--- src/sv/ssd_pkg.sv ---
package ssd_pkg;

   localparam int DIGIT_COUNT = 8;
   localparam int DIGIT_BITS  = $clog2(DIGIT_COUNT);

   // Stages from the input register up to the digit register that feeds the buffer.
   localparam int PIPE_DEPTH = 8;

   localparam logic [7:0] SEG_BLANK = 8'h00;
   localparam logic [7:0] SEG_MINUS = 8'h40;
   localparam logic [7:0] SEG_C     = 8'h58;
   localparam logic [7:0] SEG_DP    = 8'h80;

   typedef enum logic [1:0] {
      MODE_SCAN  = 2'd0,
      MODE_CHAR  = 2'd1,
      MODE_INT   = 2'd2,
      MODE_FIXED = 2'd3
   } mode_type;

   // Per-transaction control fields that ride along the conversion pipeline.
   typedef struct packed {
      mode_type   mode;
      logic [3:0] position;
      logic [7:0] character;
      logic       negative;
   } ctl_type;

   // Decimal digits of the magnitude split as hi = mag / 1000, lo = mag % 1000.
   typedef struct packed {
      logic       valid;
      ctl_type    ctl;
      logic [3:0] hi_hundreds;
      logic [3:0] hi_tens;
      logic [3:0] hi_ones;
      logic [3:0] lo_hundreds;
      logic [3:0] lo_tens;
      logic [3:0] lo_ones;
   } digits_type;

endpackage

--- src/sv/seven_segment_display_controller_top.sv ---
// Channel   | Handshake              | Payload
// ----------+------------------------+---------------------------------------------
// request   | start & !busy          | req_mode, req_position, req_character,
//           |                        | req_value
// response  | rsp_strobe (one cycle) | rsp_digit_select, rsp_segments
//
// One transaction is taken every cycle; busy stays low.
// A scan transaction raises rsp_strobe when it leaves the result register:
// eight pipeline register stages carry the decimal conversion (input,
// sign/magnitude, split by 1000, remainder, four digit stages), and the
// result register follows the segment buffer.
// Writes update the buffer at the same point, so scans and writes keep order.
// reset is synchronous, active high: it clears the buffer and all valids.
// The receiver cannot stall; each strobe lasts exactly one cycle.
module seven_segment_display_controller_top (
   input  logic               clock,
   input  logic               reset,
   input  logic               start,
   output logic               busy,
   input  logic [1:0]         req_mode,
   input  logic [3:0]         req_position,
   input  logic [7:0]         req_character,
   input  logic signed [25:0] req_value,
   output logic               rsp_strobe,
   output logic [7:0]         rsp_digit_select,
   output logic [7:0]         rsp_segments
);
   import ssd_pkg::*;

   digits_type digits;
   logic       req_accept;

   // fully pipelined, never holds off a request
   assign busy       = 1'b0;
   assign req_accept = start & ~busy;

   // sign/magnitude, split by 1000, then digit extraction by tens
   ssd_conv u_conv (
      .clock         (clock),
      .reset         (reset),
      .req_accept    (req_accept),
      .req_mode      (req_mode),
      .req_position  (req_position),
      .req_character (req_character),
      .req_value     (req_value),
      .digits        (digits)
   );

   // segment buffer, character encoding, scan read and response register
   ssd_disp u_disp (
      .clock            (clock),
      .reset            (reset),
      .digits           (digits),
      .rsp_strobe       (rsp_strobe),
      .rsp_digit_select (rsp_digit_select),
      .rsp_segments     (rsp_segments)
   );

endmodule

--- src/sv/ssd_conv.sv ---
module ssd_conv (
   input  logic                clock,
   input  logic                reset,
   input  logic                req_accept,
   input  logic [1:0]          req_mode,
   input  logic [3:0]          req_position,
   input  logic [7:0]          req_character,
   input  logic signed [25:0]  req_value,
   output ssd_pkg::digits_type digits
);
   import ssd_pkg::*;

   // floor(x / d) = (x * m) >> k, exact over the full input width
   localparam logic [26:0] RECIP_1000   = 27'd68719477;  // k = 36, 26-bit input
   localparam logic [25:0] K1000        = 26'd1000;
   localparam logic [16:0] RECIP_10_HI  = 17'd104858;    // k = 20, 16-bit input
   localparam logic [10:0] RECIP_10_LO  = 11'd1639;      // k = 14, 10-bit input
   localparam logic [12:0] RECIP_10_A   = 13'd6554;      // k = 16, 12-bit input
   localparam logic [7:0]  RECIP_10_B   = 8'd205;        // k = 11, 7-bit input
   localparam logic [9:0]  RECIP_10_A2  = 10'd820;       // k = 13, 9-bit input

   // x - 10*q, known to be 0..9, so mod-16 arithmetic is exact
   function automatic logic [3:0] rem10(input logic [3:0] x, input logic [3:0] q);
      logic [3:0] t;
      t = q * 4'd10;
      return x - t;
   endfunction

   logic [PIPE_DEPTH-1:0] vld_ff, vld_in;
   ctl_type               ctl_ff [PIPE_DEPTH];
   ctl_type               ctl_in [PIPE_DEPTH];

   // stage 0: input register
   logic [25:0] value_ff, value_in;
   // stage 1: sign and magnitude
   logic [25:0] mag1_ff, mag1_in;
   logic        neg1;
   // stage 2: integer part (mag / 1000)
   logic [52:0] prod_hi;
   logic [25:0] mag2_ff, mag2_in;
   logic [15:0] hi2_ff, hi2_in;
   // stage 3: fraction (mag % 1000)
   logic [25:0] hi_x1000;
   logic [15:0] hi3_ff, hi3_in;
   logic [9:0]  lo3_ff, lo3_in;
   // stage 4: first division by ten
   logic [32:0] prod_a;
   logic [20:0] prod_b;
   logic [15:0] hi4_ff, hi4_in;
   logic [9:0]  lo4_ff, lo4_in;
   logic [11:0] a4_ff, a4_in;
   logic [6:0]  b4_ff, b4_in;
   // stage 5: ones digits, second division
   logic [24:0] prod_a2;
   logic [14:0] prod_c;
   logic [3:0]  h0_5_ff, h0_5_in, l0_5_ff, l0_5_in, l2_5_ff, l2_5_in;
   logic [11:0] a5_ff, a5_in;
   logic [6:0]  b5_ff, b5_in;
   logic [8:0]  a2_5_ff, a2_5_in;
   // stage 6: tens digits, third division
   logic [18:0] prod_a3;
   logic [3:0]  h0_6_ff, h0_6_in, l0_6_ff, l0_6_in, l2_6_ff, l2_6_in;
   logic [3:0]  h1_6_ff, h1_6_in, l1_6_ff, l1_6_in;
   logic [8:0]  a2_6_ff, a2_6_in;
   logic [5:0]  a3_6_ff, a3_6_in;
   // stage 7: hundreds digit of the integer part
   logic [3:0]  h0_7_ff, h0_7_in, h1_7_ff, h1_7_in, h2_7_ff, h2_7_in;
   logic [3:0]  l0_7_ff, l0_7_in, l1_7_ff, l1_7_in, l2_7_ff, l2_7_in;

   assign vld_in = {vld_ff[PIPE_DEPTH-2:0], req_accept};

   always_comb begin
      ctl_in[0].mode      = mode_type'(req_mode);
      ctl_in[0].position  = req_position;
      ctl_in[0].character = req_character;
      ctl_in[0].negative  = 1'b0;
      ctl_in[1]           = ctl_ff[0];
      ctl_in[1].negative  = neg1;
      for (int i = 2; i < PIPE_DEPTH; i++) begin
         ctl_in[i] = ctl_ff[i-1];
      end
   end

   assign value_in = $unsigned(req_value);

   // integer mode looks at the low 16 bits only
   always_comb begin
      if (ctl_ff[0].mode == MODE_INT) begin
         neg1    = value_ff[15];
         mag1_in = {10'd0, (value_ff[15] ? (16'd0 - value_ff[15:0]) : value_ff[15:0])};
      end else begin
         neg1    = value_ff[25];
         mag1_in = value_ff[25] ? (26'd0 - value_ff) : value_ff;
      end
   end

   assign prod_hi = 53'(mag1_ff) * 53'(RECIP_1000);
   assign hi2_in  = prod_hi[51:36];
   assign mag2_in = mag1_ff;

   assign hi_x1000 = 26'(hi2_ff) * K1000;
   assign lo3_in   = 10'(mag2_ff - hi_x1000);
   assign hi3_in   = hi2_ff;

   assign prod_a = 33'(hi3_ff) * 33'(RECIP_10_HI);
   assign prod_b = 21'(lo3_ff) * 21'(RECIP_10_LO);
   assign a4_in  = prod_a[31:20];
   assign b4_in  = prod_b[20:14];
   assign hi4_in = hi3_ff;
   assign lo4_in = lo3_ff;

   assign prod_a2 = 25'(a4_ff) * 25'(RECIP_10_A);
   assign prod_c  = 15'(b4_ff) * 15'(RECIP_10_B);
   assign a2_5_in = prod_a2[24:16];
   assign l2_5_in = prod_c[14:11];
   assign h0_5_in = rem10(hi4_ff[3:0], a4_ff[3:0]);
   assign l0_5_in = rem10(lo4_ff[3:0], b4_ff[3:0]);
   assign a5_in   = a4_ff;
   assign b5_in   = b4_ff;

   assign prod_a3 = 19'(a2_5_ff) * 19'(RECIP_10_A2);
   assign a3_6_in = prod_a3[18:13];
   assign h1_6_in = rem10(a5_ff[3:0], a2_5_ff[3:0]);
   assign l1_6_in = rem10(b5_ff[3:0], l2_5_ff);
   assign h0_6_in = h0_5_ff;
   assign l0_6_in = l0_5_ff;
   assign l2_6_in = l2_5_ff;
   assign a2_6_in = a2_5_ff;

   assign h2_7_in = rem10(a2_6_ff[3:0], a3_6_ff[3:0]);
   assign h1_7_in = h1_6_ff;
   assign h0_7_in = h0_6_ff;
   assign l2_7_in = l2_6_ff;
   assign l1_7_in = l1_6_ff;
   assign l0_7_in = l0_6_ff;

   always_ff @(posedge clock) begin
      if (reset) begin
         vld_ff <= '0;
      end else begin
         vld_ff <= vld_in;
      end
   end

   always_ff @(posedge clock) begin
      for (int i = 0; i < PIPE_DEPTH; i++) begin
         ctl_ff[i] <= ctl_in[i];
      end
      value_ff <= value_in;
      mag1_ff  <= mag1_in;
      mag2_ff  <= mag2_in;
      hi2_ff   <= hi2_in;
      hi3_ff   <= hi3_in;
      lo3_ff   <= lo3_in;
      hi4_ff   <= hi4_in;
      lo4_ff   <= lo4_in;
      a4_ff    <= a4_in;
      b4_ff    <= b4_in;
      h0_5_ff  <= h0_5_in;
      l0_5_ff  <= l0_5_in;
      l2_5_ff  <= l2_5_in;
      a5_ff    <= a5_in;
      b5_ff    <= b5_in;
      a2_5_ff  <= a2_5_in;
      h0_6_ff  <= h0_6_in;
      l0_6_ff  <= l0_6_in;
      l2_6_ff  <= l2_6_in;
      h1_6_ff  <= h1_6_in;
      l1_6_ff  <= l1_6_in;
      a2_6_ff  <= a2_6_in;
      a3_6_ff  <= a3_6_in;
      h0_7_ff  <= h0_7_in;
      h1_7_ff  <= h1_7_in;
      h2_7_ff  <= h2_7_in;
      l0_7_ff  <= l0_7_in;
      l1_7_ff  <= l1_7_in;
      l2_7_ff  <= l2_7_in;
   end

   assign digits.valid       = vld_ff[PIPE_DEPTH-1];
   assign digits.ctl         = ctl_ff[PIPE_DEPTH-1];
   assign digits.hi_hundreds = h2_7_ff;
   assign digits.hi_tens     = h1_7_ff;
   assign digits.hi_ones     = h0_7_ff;
   assign digits.lo_hundreds = l2_7_ff;
   assign digits.lo_tens     = l1_7_ff;
   assign digits.lo_ones     = l0_7_ff;

endmodule

--- src/sv/ssd_disp.sv ---
module ssd_disp (
   input  logic                clock,
   input  logic                reset,
   input  ssd_pkg::digits_type digits,
   output logic                rsp_strobe,
   output logic [7:0]          rsp_digit_select,
   output logic [7:0]          rsp_segments
);
   import ssd_pkg::*;

   function automatic logic [7:0] digit_code(input logic [3:0] d);
      logic [7:0] c;
      unique case (d)
         4'd0:    c = 8'h3F;
         4'd1:    c = 8'h06;
         4'd2:    c = 8'h5B;
         4'd3:    c = 8'h4F;
         4'd4:    c = 8'h66;
         4'd5:    c = 8'h6D;
         4'd6:    c = 8'h7D;
         4'd7:    c = 8'h07;
         4'd8:    c = 8'h7F;
         4'd9:    c = 8'h6F;
         default: c = SEG_BLANK;
      endcase
      return c;
   endfunction

   // {known, code}
   function automatic logic [8:0] char_code(input logic [7:0] ch);
      logic [8:0] r;
      if (ch >= 8'h30 && ch <= 8'h39) begin
         r = {1'b1, digit_code(4'(ch - 8'h30))};
      end else begin
         unique case (ch)
            8'h20:   r = {1'b1, SEG_BLANK};
            8'h71:   r = {1'b1, 8'h67};  // q
            8'h64:   r = {1'b1, 8'h5E};  // d
            8'h63:   r = {1'b1, SEG_C};  // c
            8'h48:   r = {1'b1, 8'h76};  // H
            8'h4C:   r = {1'b1, 8'h38};  // L
            8'h50:   r = {1'b1, 8'h73};  // P
            default: r = {1'b0, SEG_BLANK};
         endcase
      end
      return r;
   endfunction

   logic [7:0]            seg_buf_ff [DIGIT_COUNT];
   logic [7:0]            seg_buf_in [DIGIT_COUNT];
   logic                  strobe_ff, strobe_in;
   logic [7:0]            dsel_ff, dsel_in;
   logic [7:0]            seg_ff, seg_in;
   logic [DIGIT_BITS-1:0] scan_pos;
   logic [DIGIT_BITS-1:0] wr_pos;
   logic [8:0]            enc;
   logic [7:0]            sign_code;

   assign scan_pos  = digits.ctl.position[3] ? DIGIT_BITS'(DIGIT_COUNT - 1)
                                             : digits.ctl.position[DIGIT_BITS-1:0];
   assign wr_pos    = digits.ctl.position[DIGIT_BITS-1:0];
   assign enc       = char_code(digits.ctl.character);
   assign sign_code = digits.ctl.negative ? SEG_MINUS : SEG_BLANK;

   always_comb begin
      seg_buf_in = seg_buf_ff;
      strobe_in  = 1'b0;
      dsel_in    = dsel_ff;
      seg_in     = seg_ff;
      if (digits.valid) begin
         unique case (digits.ctl.mode)
            MODE_SCAN: begin
               strobe_in = 1'b1;
               dsel_in   = ~(8'h01 << scan_pos);
               seg_in    = seg_buf_ff[scan_pos];
            end
            MODE_CHAR: begin
               if (!digits.ctl.position[3] && enc[8]) begin
                  seg_buf_in[wr_pos] = enc[7:0];
               end
            end
            MODE_INT: begin
               // hi = mag / 1000 is at most 32 here
               seg_buf_in[0] = sign_code;
               seg_buf_in[1] = digit_code(digits.hi_tens);
               seg_buf_in[2] = digit_code(digits.hi_ones);
               seg_buf_in[3] = digit_code(digits.lo_hundreds);
               seg_buf_in[4] = digit_code(digits.lo_tens);
               seg_buf_in[5] = digit_code(digits.lo_ones);
            end
            MODE_FIXED: begin
               seg_buf_in[0] = sign_code;
               seg_buf_in[1] = digit_code(digits.hi_hundreds);
               seg_buf_in[2] = digit_code(digits.hi_tens);
               seg_buf_in[3] = digit_code(digits.hi_ones) | SEG_DP;
               seg_buf_in[4] = digit_code(digits.lo_hundreds);
               seg_buf_in[5] = digit_code(digits.lo_tens);
               seg_buf_in[6] = digit_code(digits.lo_ones);
               seg_buf_in[7] = SEG_C;
            end
         endcase
      end
   end

   always_ff @(posedge clock) begin
      if (reset) begin
         for (int i = 0; i < DIGIT_COUNT; i++) begin
            seg_buf_ff[i] <= SEG_BLANK;
         end
         strobe_ff <= 1'b0;
      end else begin
         seg_buf_ff <= seg_buf_in;
         strobe_ff  <= strobe_in;
      end
   end

   always_ff @(posedge clock) begin
      dsel_ff <= dsel_in;
      seg_ff  <= seg_in;
   end

   assign rsp_strobe       = strobe_ff;
   assign rsp_digit_select = dsel_ff;
   assign rsp_segments     = seg_ff;

endmodule

--- config.mk ---
export PLATFORM = sky130hd
export DESIGN_NAME = seven_segment_display_controller_top
export DESIGN_NICKNAME = d
export VERILOG_FILES = /design/src/sv/ssd_pkg.sv /design/src/sv/seven_segment_display_controller_top.sv /design/src/sv/ssd_conv.sv /design/src/sv/ssd_disp.sv
export SDC_FILE = /design/constraint.sdc
export NUM_CORES = 2
export LEC_CHECK = 0
export ABC_AREA = 1
export BUFFER_PORTS_ARGS = -buffer_cell sky130_fd_sc_hd__buf_2
export CORE_ASPECT_RATIO = 1.25
export CORE_MARGIN = 8
export CORE_UTILIZATION = 55
export DETAILED_ROUTE_END_ITERATION = 10
export PLACE_DENSITY_LB_ADDON = 0.3
export SKIP_LAST_GASP = 1
export SLEW_MARGIN = 20
export SYNTH_ARGS = -nofsm -noshare
export SYNTH_HDL_FRONTEND = slang
export SYNTH_SLANG_ARGS = --single-unit
--- constraint.sdc ---
create_clock -name clock -period 5.5 [get_ports clock]
set_input_delay 1.1 -clock clock [delete_from_list [all_inputs] [get_ports clock]]
set_output_delay 1.1 -clock clock [all_outputs]
set_load 0.01 [all_outputs]
# Word-level counts from Yosys, hierarchy flattened
# Memories as Yosys holds them, arrays and structs flattened. A register that Yosys moved wholly into a read port is not among the register bits.
# Index checks and enable logic that the tools add are counted.
[op_classes]
n_mul = 12
reduce_logical = 12
n_shift = 1
n_bitwise = 5
addsub = 9
muxes = 18
n_eq_ne = 12
n_lt_le_gt_ge = 5
[ops]
columns = ["cell", "count"]
rows = [
  ["case mux 48 bit (3 select lines)", 1],
  ["bitwise mux 64 bit", 1],
  ["two-way mux 64 bit", 1],
  ["case mux 9 bit (7 select lines)", 1],
  ["multiplier 26 x 27 -> 52 bit (second input constant)", 1],
  ["== test 8 x 7 -> 1 bit (second input constant)", 6],
  ["two-way mux 16 bit", 2],
  ["case mux 16 bit (2 select lines)", 1],
  ["multiplier 16 x 16 -> 31 bit (second input constant)", 1],
  ["subtractor 1 x 26 -> 26 bit (first input constant)", 1],
  ["two-way mux 25 bit", 1],
  ["binary-select mux 8 bit (select 3 bit)", 1],
  ["demux 8 bit (select 3 bit)", 1],
  ["multiplier 12 x 12 -> 24 bit (second input constant)", 1],
  ["two-way mux 8 bit", 3],
  ["multiplier 10 x 11 -> 21 bit (second input constant)", 1],
  ["multiplier 4 x 3 -> 3 bit (second input constant)", 5],
  ["subtractor 4 bit", 5],
  ["multiplier 16 x 7 -> 7 bit (second input constant)", 1],
  ["subtractor 1 x 16 -> 16 bit (first input constant)", 1],
  ["multiplier 7 x 8 -> 15 bit (second input constant)", 1],
  ["multiplier 9 x 8 -> 15 bit (second input constant)", 1],
  ["subtractor 10 bit", 1],
  ["two-way mux 9 bit", 1],
  ["other kinds (24)", 34],
]
[word_totals]
reg_bits = 277
out_inout_bits = 18
mem_bits_ro = 1344
wordCells = 124
memories = 13
input_bits = 43
ram_bits = 120
[memory_table]
columns = ["name", "depth", "width", "read_ports", "rd_clocked_by_memory_dff", "wr", "line_no", "source"]
rows = [
  ["u_conv.ctl_ff", 8, 15, 8, 0, 8, "ssd_conv.sv:30", "ctl_type ctl_ff [PIPE_DEPTH];"],
  ["(no name shown)", 16, 7, 1, 1, 0, "ssd_disp.sv:13", "unique case (d)"],
  ["(no name shown)", 16, 7, 1, 1, 0, "ssd_disp.sv:13", ""],
  ["(no name shown)", 16, 7, 1, 1, 0, "ssd_disp.sv:13", ""],
  ["(no name shown)", 16, 7, 1, 1, 0, "ssd_disp.sv:13", ""],
  ["(no name shown)", 16, 7, 1, 1, 0, "ssd_disp.sv:13", ""],
  ["+7 memories", "--", "--", "--", "--", "--", "--", ""],
]

# Logic depth before layout (Yosys ltp)
# An unclocked memory read counts as a cell.
[depth]
word_depth = 9
mapped_depth = 26
mapped_depth_nobuf = 26

# Hierarchy
# A second synthesis with hierarchy kept.
[unflattened]
hier_cells = 4396
hier_area_um2 = 37419.6
[modules_own_cells]
columns = ["mod", "cells_per_inst", "seq_area_each_um2", "n_inst", "area_per_inst_um2"]
rows = [
  ["ssd_conv", 3475, 6766.5, 1, 31720.4],
  ["ssd_disp", 919, 1641.6, 1, 5688.0],
  ["seven_segment_display_controller_top", 2, 0.0, 1, 11.3],
]

# Worst setup path after synthesis
# No wires, ideal clock.
[synth_path]
path_type = "register to register"
start = "register u_conv.mag1_ff[24]"
end = "register u_conv.hi2_ff[10]"
arrival_ps = 5392
synth_period_minus_slack_ps = 5505
path_buffers = 0
stages_incl_launch_ff = 22
setup_time_ps = 113
slack_ps = -5
required_ps = 5387
path_cell_list = "dfxtp_1 fa_1 inv_1 fa_1 fa_1 inv_1 fa_1 fa_1 inv_1 fa_1 fa_1 inv_1 ha_1 nand2_1 inv_1 a21oi_1 a21boi_0 o21ai_0 nand2_1 nand3_1 nor2_1 nor2_1"
[synth_between]
elab_chain_len = 1
[synth_rtl]
columns = ["item", "line_no", "source"]
rows = [
  ["start: declaration", "ssd_conv.sv:36", "logic [25:0] mag1_ff, mag1_in;"],
  ["start signal: assignment", "ssd_conv.sv:150", "mag1_ff <= mag1_in;"],
  ["multiplier 26 x 27 -> 52 bit", "ssd_conv.sv:97", "assign prod_hi = 53'(mag1_ff) * 53'(RECIP_1000);"],
  ["via u_conv.prod_hi[46]", "ssd_conv.sv:39", "logic [52:0] prod_hi;"],
  ["end signal: assignment", "ssd_conv.sv:152", "hi2_ff <= hi2_in;"],
  ["end: declaration", "ssd_conv.sv:41", "logic [15:0] hi2_ff, hi2_in;"],
]
# The timed path passes the listed nets, and every way through them passes these cells.
# A chain may end at the register's enable or synchronous reset.

# Worst setup path in the final report
[layout_path]
start = "register u_conv.mag1_ff[15]"
end = "register u_conv.hi2_ff[7]"
# The elaborated chain is that of the path after synthesis.

==> metrics.md <==
| Metric | Value |
|---|---|
| DRC violations left | 0 |
| Final Critical Period | 5440 ps |
| Die Span X | 249 um |
| Post-synth EDFFs | 16 |
| Worst-Skew Late Latency | a little over 600 ps |
| Post-synthesis cell area | 37300 um^2 |
| Crit-path cells | fa_2 > inv_1 > fa_2 > inv_2 > fa_1 > inv_1 > fa_1 > inv_1 > fa_1 > fa_1 > inv_2 > fa_1 > inv_2 > ha_4 > nand2_2 > nor2_4 > buf_4 > nand2_1 > o21ai_0 > nand2_1 > nand3_2 > xor2_1 |
| Synth Area in Compound Gates | around 6.9% |
| Final Setup Violations | 0 |
| Die Y | around 300 um |
| CTS tree | yes |
| YS warnings | 0 |
| HP Class | reg2reg |
| P&R area growth vs syn | 13.3% |
| Grt total ovfl | 0 |
| Crit path kind | reg2reg |
| H-tree Lvls | 2 |
| Reg2reg start | u_conv.mag1_ff[15] |
| Inserted Diodes | 0 |
| Max_cap viols | 0 |
| Crit path top cell by count | fa_1 |
| Netlist cell types | 56 |
| Detail Placement HPWL | 74.8 mm |
| Startpoint types | flop |
| Vias per cell | about 5.2 |
| Placed cells | roughly 5300 |
| DRT Pass-1 Iters | 5 |
| Detailed Route Iter0 Violations | 1361 |
| Slew headroom | 36.8% |
| Synth Register Bits | 430 |
| Clk sink count | 430 |
| CTS max path bufs | 3 |
| GRT Util Overall | 23.4% |
| Syn avg cell area | 8.78 um^2 |
| Fin crit share | between 90% and 100% |
| Sequential share of the synthesized area | 23.5% |
| Port Buffers | 59 |
| Antenna Nets Post-Route | 0 |
| Max incr delay on CP | 570 ps |
| Max Slew Vio Count | 0 |
| Worst slew pin tran | about 940 ps |
| WL per Instance | 16.6 um |
| Initial antenna violation count | 0 |
| Worst path required time | approximately 6000 ps |
| Hold_buf cts | 0 |
| Combinational family with the most area after synthesis | adder cells |
| CTS Buf Count | 44 |
| Hold Startpoint | u_conv.ctl_ff[1][25] |
| CP arrival | between 5000 and 6000 ps |
| Vias in the first global route | 29600 |
| GP Congestion | approximately 1 |
| Post-synthesis xor/xnor area fraction | 2.33% |
| Synth Flop Type | dfxtp_1 |
| Full die area | between 70000 and 80000 um^2 |
| Reg-to-reg slack, setup | ~56 ps |
| Simple logic cell fraction of the synthesized area | 12.8% |
| FF-to-FF End | u_conv.hi2_ff[7] |
| Final Skew | 76.5 ps |
| Largest net degree at the start of global routing | 47 |
| Outcome | finished, final reports clean |
| Post-synth net total | 5351 |
| F_max | ~0.18 GHz |
| Starting Density | 55.7% |
| CP max stage cell | fa_1 |
| CP endpoint | u_conv.hi2_ff[7] |
| Hold violation total from the final report | 0 |
| Unrepaired setup endpoints after global routing | true |
| Mux cell area share after synthesis | 0% |
| Final WS setup | 56.0 ps |
| CTS Root Cell | clkbuf_16 |
| Setup WS pre-CTS | -213 ps |
| # IOs | 61 |
| Vias | 28000 |
| Async S/R FF share, synth | 0% |
| Number of nets in the layout | around 5600 |
| Clock transition at path regs | 70 ps |
| Worst-path maximum fanout | 3 |
| CP Capture Type | flop |
| R2r worst-path depth | 22 |
| Crit path from | u_conv.mag1_ff[15] |
| Final wirelength | 89.3 mm |
| Fin cells | between 5000 and 6000 |
| Core Area | 67000 um^2 |
| Syn Inst Count | 4246 |
| First-pass GRT wire length | 146 mm |
| Synth Area in Adders | 43.5% |
| Share of cells above drive strength 1 | 11.9% |
| Rows | 106 |
worst min-delay path by stage:
stage                            to  depth (start not counted)
3_3_place_gp   u_conv.ctl_ff[1][29]                          0
4_1_cts        u_conv.ctl_ff[1][27]                          0
6_report       u_conv.ctl_ff[1][40]                          0
2_1_floorplan  u_conv.ctl_ff[0][16]                          0
3_5_place_dp   u_conv.ctl_ff[0][38]                          0
5_1_grt        u_conv.ctl_ff[0][38]                          0
cell type report:
class | count | area, um^2
clock inverters | 29 | 392
clock buffers | 53 | 1200
multi-input cells | 2751 | 25400
repair buffers | 207 | 1440
fillers | 5564 | 24700
inverters | 1036 | 3890
flip-flops and latches | 430 | 8800
well taps | 864 | 1080
through the flow:
stage | hold slack, ps | area (um^2) | utilization (%) | TNS [ps]
after floorplan | 310 | 37300 | - | 0
after global placement | 310 | 39500 | 59.0 | -1250
after detailed placement | 312 | 39500 | 59.0 | -1680
after CTS | 326 | 41500 | 62.0 | -19.7
after global routing | 329 | 42300 | 63.1 | -2090
final | 325 | 42300 | 63.1 | 0
cell families after synthesis:
group / count (synthesis)
buf+inv: 1065
compound gates: 446
flops: 430
simple gates: 1143
xor+xnor: 99
other cells: 1
fa+ha+maj: 1062
worst max-delay path: cells and delay by family (launching register included):
| kind | cells | cell delay, ps |
|---|---|---|
| compound gates | 1 | 220 |
| buf+inv | 7 | 510 |
| simple gates | 5 | 540 |
| fa+ha+maj | 8 | 3560 |
| flops | 1 | 360 |
| xor+xnor | 1 | 140 |
placed cells by master (no fill, tap or decap), drive strengths merged, types with 7 or more instances in the layout:
cell type | netlist | routed
or2 | 13 | 13
dfxtp | 414 | 414
a21oi | 188 | 188
nor4 | 9 | 9
edfxtp | 16 | 16
o22ai | 18 | 18
xor2 | 66 | 66
ha | 671 | 671
inv | 1034 | 1041
nor3 | 33 | 33
a221oi | 10 | 10
a21o | 19 | 19
o31ai | 7 | 7
a31oi | 16 | 16
nor2 | 333 | 333
o21bai | 16 | 16
xnor2 | 33 | 33
nand2 | 604 | 604
fa | 391 | 391
nand4 | 44 | 44
o221ai | 21 | 21
nand3 | 99 | 99
o21ai | 128 | 128
buf | 14 | 207
o211ai | 9 | 9
clkinv | 2 | 14
clkbuf | 15 | 53
routing by layer:
metal / global-route usage [%] / routed length, um / vias up
li1: - / - / 13700
met1: 24.5 / 33500 / 13300
met2: 44.5 / 46100 / 748
met3: 2.89 / 3450 / 338
met4: 13.8 / 6240 / 0
met5: 0 / 0 / -
Yosys cell counts (2+ instances only):
cell type	number	area, um^2
o211ai_1	9	67.6
ha_1	671	8400
nor3b_1	2	15.0
o21a_1	2	15.0
a21oi_2	2	17.5
o22ai_1	18	113
nand3_1	96	480
o21ai_0	126	631
or2_2	12	75.1
dfxtp_1	414	8290
o21ai_1	2	10.0
inv_1	1028	3860
nor2_2	2	12.5
o31ai_1	7	52.6
nand3b_1	4	30.0
xnor2_1	33	289
nand4_4	5	106
clkbuf_1	14	52.6
nand2_1	599	2250
edfxtp_1	16	480
buf_2	6	30.0
a21o_1	19	143
buf_6	6	67.6
a221oi_1	10	87.6
xor2_1	66	578
o2111ai_1	3	26.3
nor4_1	9	56.3
nand3_2	3	30.0
o21bai_1	16	120
buf_4	2	15.0
nor2_1	330	1240
clkinv_1	2	7.51
o221ai_1	21	184
inv_2	6	22.5
a21oi_1	186	931
fa_1	391	7830
a31oi_1	16	100
nand2_2	4	25.0
a21boi_0	3	22.5
nand4_1	38	238
nor3_1	32	160
sequential cells by signal, indices dropped and copies added (netlist names), 7 cells and up, named ones only:
register,cells
u_conv.a2_5_ff,9
u_conv.a4_ff,12
u_conv.b4_ff,7
u_conv.ctl_ff,119
u_conv.hi2_ff,16
u_conv.hi3_ff,16
u_conv.lo3_ff,10
u_conv.mag1_ff,26
u_conv.mag2_ff,10
u_conv.value_ff,26
u_conv.vld_ff,8
u_disp.rsp_digit_select,8
u_disp.rsp_segments,8
u_disp.seg_buf_ff,57
repair_timing:
item	CTS	global route
setup endpoints to repair	16	16
gates resized for setup	110	182
pin swaps	35	78
buffers inserted	2	10
Power is not shown: default switching activity piles up to over one toggle a cycle in this logic, so the estimate is an artifact.
